**src/rtl/core/median_filter_2d_core_assert.svh**
```systemverilog
// assertion macros shared by the median filter rtl
// no dependencies; included by the modules that carry checks
`ifndef MEDIAN_FILTER_2D_CORE_ASSERT_SVH
`define MEDIAN_FILTER_2D_CORE_ASSERT_SVH

// property that holds at every edge out of reset
`define MF2D_ASSERT_ALWAYS(label, clk, rstn, prop) \
    label: assert property (@(posedge clk) disable iff (!rstn) (prop)) \
        else $error("median filter check failed");

// same-cycle implication
`define MF2D_ASSERT_IMPLY(label, clk, rstn, ante, cons) \
    label: assert property (@(posedge clk) disable iff (!rstn) (ante) |-> (cons)) \
        else $error("median filter check failed");

// next-cycle implication
`define MF2D_ASSERT_NEXT(label, clk, rstn, ante, cons) \
    label: assert property (@(posedge clk) disable iff (!rstn) (ante) |=> (cons)) \
        else $error("median filter check failed");

`endif

```
**src/rtl/core/mf2d_pkg.sv**
```systemverilog
// shared types, constants and helper functions of the median filter
// no dependencies
`default_nettype none

package mf2d_pkg;

    localparam int unsigned DEF_MAX_WIDTH = 1024;
    localparam int unsigned DEF_MAX_WIN   = 7;

    localparam int unsigned PIX_W   = 8;
    localparam int unsigned DATA_W  = 24;
    localparam int unsigned ROW_W   = 16;
    localparam int unsigned WIN_W   = 3;
    localparam int unsigned IMGW_W  = 11;
    localparam int unsigned CFG_W   = 16;
    localparam int unsigned CFG_A_W = 2;
    localparam int unsigned REFL_W  = 18;
    localparam int unsigned WIN_HW_LIMIT = 7;

    localparam logic [IMGW_W-1:0] RST_IMAGE_WIDTH  = IMGW_W'(640);
    localparam logic [ROW_W-1:0]  RST_IMAGE_HEIGHT = ROW_W'(480);
    localparam logic [WIN_W-1:0]  RST_WINDOW       = WIN_W'(3);

    localparam logic MODE_PIXEL = 1'b0;
    localparam logic MODE_DRAIN = 1'b1;

    typedef enum logic [CFG_A_W-1:0] {
        REG_IMAGE_WIDTH   = 2'd0,
        REG_IMAGE_HEIGHT  = 2'd1,
        REG_WINDOW_HEIGHT = 2'd2,
        REG_WINDOW_WIDTH  = 2'd3
    } cfg_reg_t;

    typedef struct packed {
        logic             start;
        logic             rd;
        logic             wr;
        logic             load_out;
        logic             frame_last;
        logic [WIN_W-1:0] win_h;
        logic [WIN_W-1:0] win_w;
    } mf2d_cmd_t;

    typedef struct packed {
        logic rd_last;
        logic out_busy;
    } mf2d_status_t;

    function automatic logic [WIN_W-1:0] eff_win(input logic [WIN_W-1:0] v,
                                                 input logic [WIN_W-1:0] cap);
        logic [WIN_W-1:0] r;
        r = v;
        if (r == '0) r = WIN_W'(1);
        if (!r[0]) r = r - WIN_W'(1);
        if (r > cap) r = cap;
        return r;
    endfunction

    // mirror about the edge without repeating it, then clamp
    function automatic logic [REFL_W-1:0] reflect(input logic signed [REFL_W-1:0] idx,
                                                  input logic signed [REFL_W-1:0] n);
        logic signed [REFL_W-1:0] r;
        logic signed [REFL_W-1:0] nm1;
        nm1 = n - REFL_W'(1);
        r = idx;
        if (r < 0) r = -r;
        if (r > nm1) r = (nm1 + nm1) - r;
        if (r < 0) r = '0;
        if (r > nm1) r = nm1;
        return r;
    endfunction

endpackage

`default_nettype wire

```
**src/rtl/core/mf2d_ctrl.sv**
```systemverilog
// controller: configuration registers, image positions and result sequencing
// depends on mf2d_pkg and median_filter_2d_core_assert.svh
`default_nettype none
`include "median_filter_2d_core_assert.svh"

module mf2d_ctrl #(
    parameter int unsigned MAX_WIDTH = 1024,
    parameter int unsigned MAX_WIN   = 7,
    localparam int unsigned COL_W    = $clog2(MAX_WIDTH),
    localparam int unsigned WEF_W    = $clog2(MAX_WIDTH + 1)
) (
    input  wire logic                          aclk,
    input  wire logic                          aresetn,
    input  wire logic                          s_tvalid,
    output logic                               s_tready,
    input  wire logic                          s_tuser,
    input  wire logic                          cfg_we,
    input  wire logic [mf2d_pkg::CFG_A_W-1:0]  cfg_addr,
    input  wire logic [mf2d_pkg::CFG_W-1:0]    cfg_wdata,
    input  wire mf2d_pkg::mf2d_status_t        status,
    output mf2d_pkg::mf2d_cmd_t                cmd,
    output logic [mf2d_pkg::ROW_W-1:0]         in_row,
    output logic [COL_W-1:0]                   in_col,
    output logic [mf2d_pkg::ROW_W-1:0]         out_row,
    output logic [COL_W-1:0]                   out_col,
    output logic [WEF_W-1:0]                   w_eff,
    output logic [mf2d_pkg::ROW_W-1:0]         h_eff
);
    import mf2d_pkg::*;

    localparam int unsigned WIN_ODD  = (MAX_WIN % 2 == 1) ? MAX_WIN : MAX_WIN - 1;
    localparam int unsigned WIN_LIM  = (WIN_ODD > WIN_HW_LIMIT) ? WIN_HW_LIMIT : WIN_ODD;
    localparam int unsigned HALF_MAX = WIN_LIM / 2;
    localparam int unsigned LAG_MAX  = HALF_MAX * MAX_WIDTH + HALF_MAX;
    localparam int unsigned PEND_W   = $clog2(LAG_MAX + 2);
    localparam int unsigned CMP_W    = (WEF_W > IMGW_W) ? WEF_W : IMGW_W;
    localparam int unsigned CW1      = COL_W + 1;

    typedef enum logic [3:0] {
        ST_IDLE   = 4'b0001,
        ST_GATHER = 4'b0010,
        ST_FINISH = 4'b0100,
        ST_RESULT = 4'b1000
    } state_t;

    state_t              state_reg, state_next;
    logic [IMGW_W-1:0]   img_w_reg;
    logic [ROW_W-1:0]    img_h_reg;
    logic [WIN_W-1:0]    win_h_reg, win_w_reg;
    logic [ROW_W-1:0]    in_row_reg, in_row_next, out_row_reg, out_row_next;
    logic [COL_W-1:0]    in_col_reg, in_col_next, out_col_reg, out_col_next;
    logic [PEND_W-1:0]   pending_reg, pending_next;
    logic                in_done_reg, in_done_next;
    logic [WIN_W-1:0]    wh, ww;
    logic [PEND_W-1:0]   lag;
    logic                accept;
    logic                col_last_in, row_last_in, col_last_out, row_last_out;
    logic [CMP_W-1:0]    w_cmp;

    always_comb begin
        w_cmp = CMP_W'(img_w_reg);
        if (img_w_reg == '0) begin
            w_eff = WEF_W'(1);
        end else if (w_cmp > CMP_W'(MAX_WIDTH)) begin
            w_eff = WEF_W'(MAX_WIDTH);
        end else begin
            w_eff = WEF_W'(img_w_reg);
        end
    end

    assign h_eff = (img_h_reg == '0) ? ROW_W'(1) : img_h_reg;
    assign wh    = eff_win(win_h_reg, WIN_W'(WIN_LIM));
    assign ww    = eff_win(win_w_reg, WIN_W'(WIN_LIM));
    assign lag   = PEND_W'(wh >> 1) * PEND_W'(w_eff) + PEND_W'(ww >> 1);

    assign col_last_in  = (CW1'(in_col_reg) + CW1'(1)) >= CW1'(w_eff);
    assign row_last_in  = ({1'b0, in_row_reg} + 17'd1) >= {1'b0, h_eff};
    assign col_last_out = (CW1'(out_col_reg) + CW1'(1)) >= CW1'(w_eff);
    assign row_last_out = ({1'b0, out_row_reg} + 17'd1) >= {1'b0, h_eff};

    assign s_tready = (state_reg == ST_IDLE);
    assign accept   = s_tvalid && s_tready;

    assign in_row  = in_row_reg;
    assign in_col  = in_col_reg;
    assign out_row = out_row_reg;
    assign out_col = out_col_reg;

    always_comb begin
        state_next   = state_reg;
        in_row_next  = in_row_reg;
        in_col_next  = in_col_reg;
        out_row_next = out_row_reg;
        out_col_next = out_col_reg;
        pending_next = pending_reg;
        in_done_next = in_done_reg;
        cmd          = '0;
        cmd.win_h    = wh;
        cmd.win_w    = ww;
        unique case (state_reg)
            ST_IDLE: begin
                if (accept) begin
                    if (in_done_reg) begin
                        cmd.start  = 1'b1;
                        state_next = ST_GATHER;
                    end else if (s_tuser == MODE_PIXEL) begin
                        cmd.wr       = 1'b1;
                        pending_next = pending_reg + PEND_W'(1);
                        if (col_last_in) begin
                            in_col_next = '0;
                            in_row_next = in_row_reg + ROW_W'(1);
                            if (row_last_in) in_done_next = 1'b1;
                        end else begin
                            in_col_next = in_col_reg + COL_W'(1);
                        end
                        if (pending_reg >= lag) begin
                            cmd.start  = 1'b1;
                            state_next = ST_GATHER;
                        end
                    end
                end
            end
            ST_GATHER: begin
                cmd.rd = 1'b1;
                if (status.rd_last) state_next = ST_FINISH;
            end
            ST_FINISH: begin
                state_next = ST_RESULT;
            end
            ST_RESULT: begin
                if (!status.out_busy) begin
                    cmd.load_out = 1'b1;
                    pending_next = pending_reg - PEND_W'(1);
                    state_next   = ST_IDLE;
                    if (col_last_out) begin
                        out_col_next = '0;
                        if (row_last_out) begin
                            cmd.frame_last = 1'b1;
                            out_row_next   = '0;
                            in_row_next    = '0;
                            in_col_next    = '0;
                            pending_next   = '0;
                            in_done_next   = 1'b0;
                        end else begin
                            out_row_next = out_row_reg + ROW_W'(1);
                        end
                    end else begin
                        out_col_next = out_col_reg + COL_W'(1);
                    end
                end
            end
            default: begin
                state_next = ST_IDLE;
            end
        endcase
        if (cfg_we) begin
            state_next   = ST_IDLE;
            in_row_next  = '0;
            in_col_next  = '0;
            out_row_next = '0;
            out_col_next = '0;
            pending_next = '0;
            in_done_next = 1'b0;
        end
    end

    always_ff @(posedge aclk) begin
        if (!aresetn) begin
            state_reg   <= ST_IDLE;
            img_w_reg   <= RST_IMAGE_WIDTH;
            img_h_reg   <= RST_IMAGE_HEIGHT;
            win_h_reg   <= RST_WINDOW;
            win_w_reg   <= RST_WINDOW;
            in_row_reg  <= '0;
            in_col_reg  <= '0;
            out_row_reg <= '0;
            out_col_reg <= '0;
            pending_reg <= '0;
            in_done_reg <= 1'b0;
        end else begin
            state_reg   <= state_next;
            in_row_reg  <= in_row_next;
            in_col_reg  <= in_col_next;
            out_row_reg <= out_row_next;
            out_col_reg <= out_col_next;
            pending_reg <= pending_next;
            in_done_reg <= in_done_next;
            if (cfg_we) begin
                unique case (cfg_reg_t'(cfg_addr))
                    REG_IMAGE_WIDTH:   img_w_reg <= cfg_wdata[IMGW_W-1:0];
                    REG_IMAGE_HEIGHT:  img_h_reg <= cfg_wdata[ROW_W-1:0];
                    REG_WINDOW_HEIGHT: win_h_reg <= cfg_wdata[WIN_W-1:0];
                    REG_WINDOW_WIDTH:  win_w_reg <= cfg_wdata[WIN_W-1:0];
                    default: begin
                    end
                endcase
            end
        end
    end

    logic [PEND_W:0] pend_ext, lag_ext;
    logic [CW1-1:0]  out_col_ext, w_eff_ext;
    assign pend_ext    = (PEND_W+1)'(pending_reg);
    assign lag_ext     = (PEND_W+1)'(lag) + (PEND_W+1)'(1);
    assign out_col_ext = CW1'(out_col_reg);
    assign w_eff_ext   = CW1'(w_eff);

    `MF2D_ASSERT_ALWAYS(a_pend_bound, aclk, aresetn, pend_ext <= lag_ext)
    `MF2D_ASSERT_IMPLY(a_done_pending, aclk, aresetn, in_done_reg, pending_reg != '0)
    `MF2D_ASSERT_ALWAYS(a_out_col, aclk, aresetn, out_col_ext < w_eff_ext)

endmodule

`default_nettype wire

```
**config.mk**
```make
export PLATFORM = sky130hd
export DESIGN_NAME = mf2d_ctrl
export DESIGN_NICKNAME = d
export VERILOG_FILES = /design/src/rtl/core/mf2d_pkg.sv /design/src/rtl/core/mf2d_ctrl.sv
export VERILOG_INCLUDE_DIRS = /design/src /design/src/rtl/core
export SDC_FILE = /design/constraint.sdc
export NUM_CORES = 1
export LEC_CHECK = 0
export BUFFER_PORTS_ARGS = -buffer_cell sky130_fd_sc_hd__clkbuf_2
export CAP_MARGIN = 20
export CORE_MARGIN = 2
export CORE_UTILIZATION = 38
export CTS_BUF_LIST = sky130_fd_sc_hd__clkbuf_16
export CTS_CLUSTER_DIAMETER = 60
export DETAILED_ROUTE_END_ITERATION = 7
export SETUP_SLACK_MARGIN = 0.3
export SYNTH_ARGS = -nofsm -noshare
export SYNTH_HDL_FRONTEND = slang
export SYNTH_SLANG_ARGS = --single-unit
```
**constraint.sdc**
```tcl
create_clock -name aclk -period 5.2 [get_ports aclk]
set_input_delay 0.52 -clock aclk [delete_from_list [all_inputs] [get_ports aclk]]
set_output_delay 0.52 -clock aclk [all_outputs]
set_load 0.01 [all_outputs]
```
==> out/results.ini, run 1 <==
[sta]
hold_violations=0
timing.final.crit_period_ns=5.276
worst_slack_ns=-0.07566
final_max_slew_viol_count=0
relSlewSlack_pct=36.43
tightest_slew_ns=0.9506
final-setup-viol-count=1
fmax_mhz=189.6
finalCritPeriodShare_pct=101.5
skew_ns=0.01443
grt_setup_unrepaired=yes
final.setup.tns_ns=-0.07566

[setup_path]
critPathMaxFanout=3
reg2reg_to=state_reg[1]$_SDFFE_PP0P_
crit_slowest_cell=fa_1
r2r_cells=22
cp-start-kind=register
crit_path_end_kind=output pin
critPathKind=reg -> out
critPathRequiredTime_ns=4.68
cp.arrival_ns=4.76
cpPeakStageDelay_ns=0.46
reg2reg_setup_slack_ns=0.70
crit-reg2reg-launch=win_w_reg[1]$_SDFFE_PN1P_
path_cells=nor2_1 -> nor2_1 -> ha_1 -> nand2_1 -> xnor2_2 -> fa_1 -> ha_2 -> fa_2 -> a21o_1 -> a21oi_2 -> nor2b_1 -> o21a_1 -> o41ai_2 -> buf_4 -> xor2_1 -> ha_1 -> a2111o_1 -> nor3_2 -> o211ai_1 -> nand3_1 -> nand2_2 -> clkbuf_2

[synthesis]
netlist_area_mm2=0.007771
synthSimpleGateAreaFrac_pct=26.74
synth_compound_area_share_pct=17.40
seq_area_frac_synth_pct=26.28
async_flop_share_pct=0
avgSynthCellArea_um2=7.882
synth_edf_count=0
post_synth_mux_area_share_pct=1.047
synth_ff_type=dfxtp_1
synth_xor_area_share_pct=7.664
yosys.area_share.adder_pct=15.65
yosysWarnings=0
synth_top_family_by_area=simple AND/OR/NAND/NOR gates
synthCells=986
yosysUniqueCellTypes=69
ys_ff_latch=102

[finish]
area_growth_pct=14.30
diodes=0
final_util_pct=44.04
nets=1187
drive_gt1_share_pct=16.53

[drt]
viasPerCell=5.382
drt-pass1-iter-count=5
wire_per_inst_um=16.42
drt_wl_total_um=22020
post-route-drc-count=0
ant_nets=0
drtIter0Drc=452
vias=7217

[global_route]
grt_usage_pct=20.69
grt_pass1_wl_um=36060
grt_pass1_vias=6729
grt_max_degree=36
antenna_found_initial=0
overflow=0

[run]
maxCapViolations=0

[clock_network]
cts_root_buffer=clkbuf_16
cts_made_buffers=9
htree_levels=3
clockBufferDepth=2
tritoncts=built
clock-sinks=102
clock_latency_ns=0.36
clk_pin_slew_ns=0.08

[floorplan]
dieHeight_um=147.0
rows=52
core-area_mm2=0.02017
initial_core_util_pct=38.53
die_w_um=147.0
io_pins=116
die_area_mm2=0.02161

[power_and_ir_drop]
ir_drop_mv=0.1463
power_density_mw_per_mm2=189.1
power.internal_uw=1199
swShare_pct=28.61
pwr-share-clk_pct=41.0
p_sw_uw=480.7
pwr-share-comb_pct=11.3
p_leak_uw=0.004177
pwr-share-seq_pct=47.7

[place]
place_hpwl_um=16880
routabilityCongestion=0.8366
numPortBuffers=113

[min_path]
hold_class=in -> reg
hold_path_end=img_h_reg[13]$_SDFFE_PN0P_
min-delay-start=cfg_wdata[13]
whs_path_depth=3

[outcome]
violations=negative setup slack
status=finished with violations

what timing repair did:
item	CTS	global route
buffers inserted	1	0
hold buffers	0	0
pin swaps	5	0
resized for setup	11	0
setup endpoints to repair	1	1
how the worst max path moves through the flow:
stage,start,to,slack (ns),cells after the start
final,win_w_reg[1]$_SDFFE_PN1P_,cmd[10],-0.08,22
after global routing,win_h_reg[1]$_SDFFE_PN1P_,cmd[10],-0.41,23
after CTS,win_w_reg[1]$_SDFFE_PN1P_,cmd[10],-0.11,22
after detailed placement,win_w_reg[2]$_SDFFE_PN0P_,cmd[10],-0.07,22
after global placement,win_h_reg[2]$_SDFFE_PN0P_,cmd[10],0.05,23
after floorplan,win_w_reg[2]$_SDFFE_PN0P_,cmd[10],0.37,20
cells in the final DEF, fill, tap and decap left out, types with 7 or more instances in the layout:
cell type / count
a211o_1: 8
a31oi_1: 10
or3b_2: 7
mux2i_1: 7
o21ai_0: 38
a211oi_1: 7
nand2b_1: 9
xnor2_1: 27
and3_1: 33
a21oi_1: 55
xor2_1: 40
nor4_1: 15
nor2b_1: 18
nand3b_1: 10
inv_1: 44
a21boi_0: 22
nor4b_1: 7
clkbuf_16: 9
nand3_1: 50
a32o_1: 8
o211ai_1: 13
nor2_1: 84
ha_1: 93
clkbuf_2: 113
nor3_1: 16
buf_4: 13
a21o_1: 10
dfxtp_1: 99
nand2_1: 109
power groups by stage:
stage	Sequential, uW	Combinational (uW)	Clock (uW)
floorplan	816	127	0
global placement	820	188	0
detailed placement	820	188	0
CTS	802	191	711
global route	804	213	736
finish	802	189	689
Yosys cell counts (3+ instances only):
cell	instances	area, um2
a2111oi_0	3	26.28
a211o_1	8	70.07
a211oi_1	7	52.55
a21boi_0	22	165.2
a21o_1	10	75.07
a21oi_1	56	280.3
a311oi_1	4	35.03
a31oi_1	11	68.82
a32o_1	8	80.08
and3_1	33	206.5
and4_1	6	52.55
buf_2	3	15.01
buf_4	3	22.52
clkbuf_1	52	195.2
dfxtp_1	102	2042
ha_1	94	1176
inv_1	43	161.4
mux2i_1	7	70.07
nand2_1	110	412.9
nand2b_1	9	56.30
nand3_1	50	250.2
nand3b_1	10	75.07
nand4_1	3	18.77
nor2_1	84	315.3
nor2b_1	18	112.6
nor3_1	18	90.09
nor3b_1	6	45.04
nor4_1	15	93.84
nor4b_1	7	61.31
o2111ai_1	3	26.28
o211ai_1	13	97.59
o21a_1	4	30.03
o21ai_0	39	195.2
o41ai_1	4	35.03
or2_2	4	25.02
or3_1	6	37.54
or3b_2	7	61.31
or4_1	4	30.03
xnor2_1	28	245.2
xor2_1	40	350.3
final cells by class:
class / instances / area [um2]
clock buffers: 9 / 225.2
clock inverters: 7 / 63.81
fillers: 2048 / 11290
inverters: 45 / 168.9
multi-input cells: 782 / 5378
flip-flops and latches: 102 / 2046
well taps: 270 / 337.8
repair buffers: 126 / 663.1
cells by family after synthesis:
group / Yosys count
simple gates: 403
compound gates: 205
buf+inv: 103
flops: 102
fa+ha+maj: 96
xor+xnor: 68
mux: 8
other cells: 1
through the flow:
stage	instance area (um2)	instances	total power, uW	worst slack (ns)	hold WS [ns]
2_1_floorplan	7775	987	942.5	0.3676	0.4435
3_3_place_gp	8538	1323	1007	0.05017	0.4623
4_1_cts	8882	1341	1704	-0.1069	0.3695
5_1_grt	8882	1341	1753	-0.4142	0.3858
6_report	8882	1341	1680	-0.07566	0.3812
3_5_place_dp	8546	1324	1008	-0.06772	0.4720
per-layer routing:
layer / part of all wire [%] / track usage (%) / vias to the layer above
met5: 0 / 0 / -
met2: 47 / 34.79 / 147
met3: 3.8 / 2.950 / 24
met4: 1.8 / 5.962 / 0
li1: - / - / 3677
met1: 47 / 27.75 / 3369
worst max-delay path, delay by kind of cell (launching register included):
kind                     cells  cell delay, ns
flip-flops                   1            0.35
AO/OA/AOI/OAI                6            1.27
buffers and inverters        2            0.29
adder cells (fa/ha/maj)      5            1.45
XOR/XNOR                     2            0.39
AND/OR/NAND/NOR              7            0.63
Power figures use the tool's default switching activity.
==> run 2, diff against run 1 <==
--- a/config.mk
+++ b/config.mk
@@ -13,6 +13,7 @@
 export CTS_BUF_LIST = sky130_fd_sc_hd__clkbuf_16
 export CTS_CLUSTER_DIAMETER = 60
 export DETAILED_ROUTE_END_ITERATION = 7
+export MAX_ROUTING_LAYER = met4
 export SETUP_SLACK_MARGIN = 0.3
 export SYNTH_ARGS = -nofsm -noshare
 export SYNTH_HDL_FRONTEND = slang
==> run 2 against run 1 <==
  * The run still ends with negative setup slack left
  * Largest power group unchanged
  * Combinational power barely moved
  * Global-route usage increased by 0.61 points
  * Register-to-register slack hardly changed
  * Final area unchanged
  * Die area unchanged
  * Via count increased by 0.42%
  * Critical path type unchanged
  * Non-clock buffer count is the same
  * Count of clock-buffer cells in the layout unchanged
  * Wire length shrank 0.25%
  * Final cell count is the same
  * Clock skew hardly changed
==> out/results.ini, run 2 (synthesized netlist as in run 1, its figures left out) <==
[finish]
final_cells=1341  ; unchanged
final_common_cell=clkbuf_2  ; unchanged
area_growth_pct=14.30  ; unchanged
mostFrequentLayoutCells=clkbuf_2 (113), nand2_1 (109), dfxtp_1 (99)  ; unchanged
final_cell_area_mm2=0.008882  ; unchanged
nets=1187  ; unchanged
final_util_pct=44.04  ; unchanged
drive_gt1_share_pct=16.53  ; unchanged
diodes=0  ; unchanged

[drt]
drt_wl_total_um=21960  ; was 22020 um
post-route-drc-count=0  ; unchanged
viasPerCell=5.404  ; was 5.382
drtIter0Drc=464  ; was 452
drt-pass1-iter-count=5  ; unchanged
ant_nets=0  ; unchanged
wire_per_inst_um=16.38  ; was 16.42 um
vias=7247  ; was 7217

[run]
maxCapViolations=0  ; unchanged

[setup_path]
path_cells=nor4_1 -> a31oi_1 -> nor3_2 -> fa_1 -> ha_2 -> fa_2 -> a21o_1 -> a21oi_2 -> nor2b_1 -> o21a_1 -> o41ai_2 -> buf_4 -> xor2_1 -> ha_1 -> a2111o_1 -> nor3_2 -> o211ai_1 -> nand3_1 -> nand2_2 -> clkbuf_2  ; was nor2_1 -> nor2_1 -> ha_1 -> nand2_1 -> xnor2_2 -> fa_1 -> ha_2 -> fa_2 -> a21o_1 -> a21oi_2 -> nor2b_1 -> o21a_1 -> o41ai_2 -> buf_4 -> xor2_1 -> ha_1 -> a2111o_1 -> nor3_2 -> o211ai_1 -> nand3_1 -> nand2_2 -> clkbuf_2
critPathKind=reg -> out  ; unchanged
critPathRequiredTime_ns=4.68  ; about the same
crit_path_end_kind=output pin  ; unchanged
r2r_cells=20  ; was 22
crit-reg2reg-launch=img_w_reg[6]$_SDFFE_PN0P_  ; was win_w_reg[1]$_SDFFE_PN1P_
crit_start=img_w_reg[6]$_SDFFE_PN0P_  ; was win_w_reg[1]$_SDFFE_PN1P_
cp.arrival_ns=4.76  ; about the same
cpPeakStageDelay_ns=0.45  ; was 0.46 ns
cp-endpoint=cmd[10]  ; unchanged
critPathMaxFanout=3  ; unchanged
cp-start-kind=register  ; unchanged
reg2reg_to=state_reg[1]$_SDFFE_PP0P_  ; unchanged
cp_common_cell=nor3_2
crit_slowest_cell=fa_1  ; unchanged
reg2reg_setup_slack_ns=0.70  ; about the same

[sta]
finalCritPeriodShare_pct=101.6  ; was 101.5%
hold_violations=0  ; unchanged
grt_setup_unrepaired=yes  ; unchanged
worst_slack_ns=-0.08094  ; was -0.07566 ns
timing.final.crit_period_ns=5.281  ; was 5.276 ns
final.setup.tns_ns=-0.08094  ; was -0.07566 ns
relSlewSlack_pct=36.62  ; was 36.43%
final_max_slew_viol_count=0  ; unchanged
final-setup-viol-count=1  ; unchanged
tightest_slew_ns=0.9508  ; was 0.9506 ns
fmax_mhz=189.4  ; was 189.6 MHz
skew_ns=0.01479  ; was 0.01443 ns

[power_and_ir_drop]
ir_drop_mv=0.1485  ; was 0.1463 mV
p_leak_uw=0.004177  ; unchanged
power_density_mw_per_mm2=189.2  ; was 189.1 mW/mm2
total_power_uw=1680  ; about the same

[global_route]
grt_pass1_wl_um=36050  ; was 36060 um
grt_pass1_vias=6727  ; was 6729
antenna_found_initial=0  ; unchanged
grt_usage_pct=21.30  ; was 20.69%
overflow=0  ; unchanged
grt_max_degree=36  ; unchanged

[place]
post_dp_cell_area_mm2=0.008546  ; unchanged
numPortBuffers=113  ; unchanged
routabilityCongestion=0.8496  ; was 0.8366
place_inst=1324  ; unchanged
place_hpwl_um=16880  ; unchanged

[min_path]
hold_class=in -> reg  ; unchanged

[clock_network]
clock-sinks=102  ; unchanged
clk_pin_slew_ns=0.08  ; about the same
tritoncts=built  ; unchanged
clockBufferDepth=2  ; unchanged
cts_made_buffers=9  ; unchanged
cts_root_buffer=clkbuf_16  ; unchanged
htree_levels=3  ; unchanged
clock_latency_ns=0.37  ; was 0.36 ns

[floorplan]
dieHeight_um=147.0  ; unchanged
initial_core_util_pct=38.53  ; unchanged
rows=52  ; unchanged
die_w_um=147.0  ; unchanged
core-area_mm2=0.02017  ; unchanged
die_area_mm2=0.02161  ; unchanged
io_pins=116  ; unchanged

[outcome]
status=finished with violations  ; unchanged
violations=negative setup slack  ; unchanged

## run 2: cell counts in the layout (fill, tap and decap cells not counted)
Identical to the previous run, type by type.
## run 2: worst min-delay path by stage
stage	to	startpoint	slack (ns)	cells after the start
floorplan	img_h_reg[0]$_SDFFE_PN0P_	img_h_reg[0]$_SDFFE_PN0P_	0.44	2
global placement	win_w_reg[0]$_SDFFE_PN1P_	win_w_reg[0]$_SDFFE_PN1P_	0.46	2
detailed placement	img_h_reg[0]$_SDFFE_PN0P_	img_h_reg[0]$_SDFFE_PN0P_	0.47	2
CTS	img_h_reg[13]$_SDFFE_PN0P_	cfg_wdata[13]	0.37	3
global route	img_h_reg[13]$_SDFFE_PN0P_	cfg_wdata[13]	0.39	3
finish	img_h_reg[13]$_SDFFE_PN0P_	cfg_wdata[13]	0.38	3
## run 2: where the power goes
part           internal [uW]  switching (uW)  leakage [uW]  total, uW
Sequential               791            11.2      0.000825        802
Clock                    338             351      0.000148        689
Combinational           70.1             119       0.00320        189
## run 2: what timing repair did
action,in CTS,in global routing
endpoints found under the setup margin,1,1
hold buffers,0,0
buffers inserted,1,0
pin swaps,5,0
hold endpoints to repair,0,0
resized for setup,11,0
## run 2: critical path: cells and delay by family (launching register included)
family / cells / cell delay, ns
and+or+nand+nor: 6 / 0.90
xor gates and xnor gates: 1 / 0.15
DFF: 1 / 0.33
buffers and inverters: 2 / 0.29
adders and majority gates: 4 / 1.27
AOI/OAI and AO/OA: 7 / 1.44
## run 2: area by class of cell
class / count / area [um2]
flip-flops and latches: 102 / 2046
repair buffers: 126 / 663.1
well taps: 270 / 337.8
multi-input cells: 782 / 5378
clock buffers: 9 / 225.2
inverters: 45 / 168.9
clock inverters: 7 / 63.81
fillers: 2048 / 11290
## run 2: metrics by stage
step / hold slack, ns / setup WS (ns)
floorplan: 0.4435 / 0.3676
global placement: 0.4623 / 0.05017
detailed placement: 0.4720 / -0.06772
CTS: 0.3695 / -0.1069
global route: 0.3873 / -0.4157
finish: 0.3821 / -0.08094
## run 2: layer usage
layer  part of all wire (%)  vias up  GRT usage, %
met5                      0        -             -
met3                    3.8       26         2.516
met4                    1.8        0         5.962
met1                     47     3383         28.07
met2                     47      157         34.69
li1                       -     3681             -
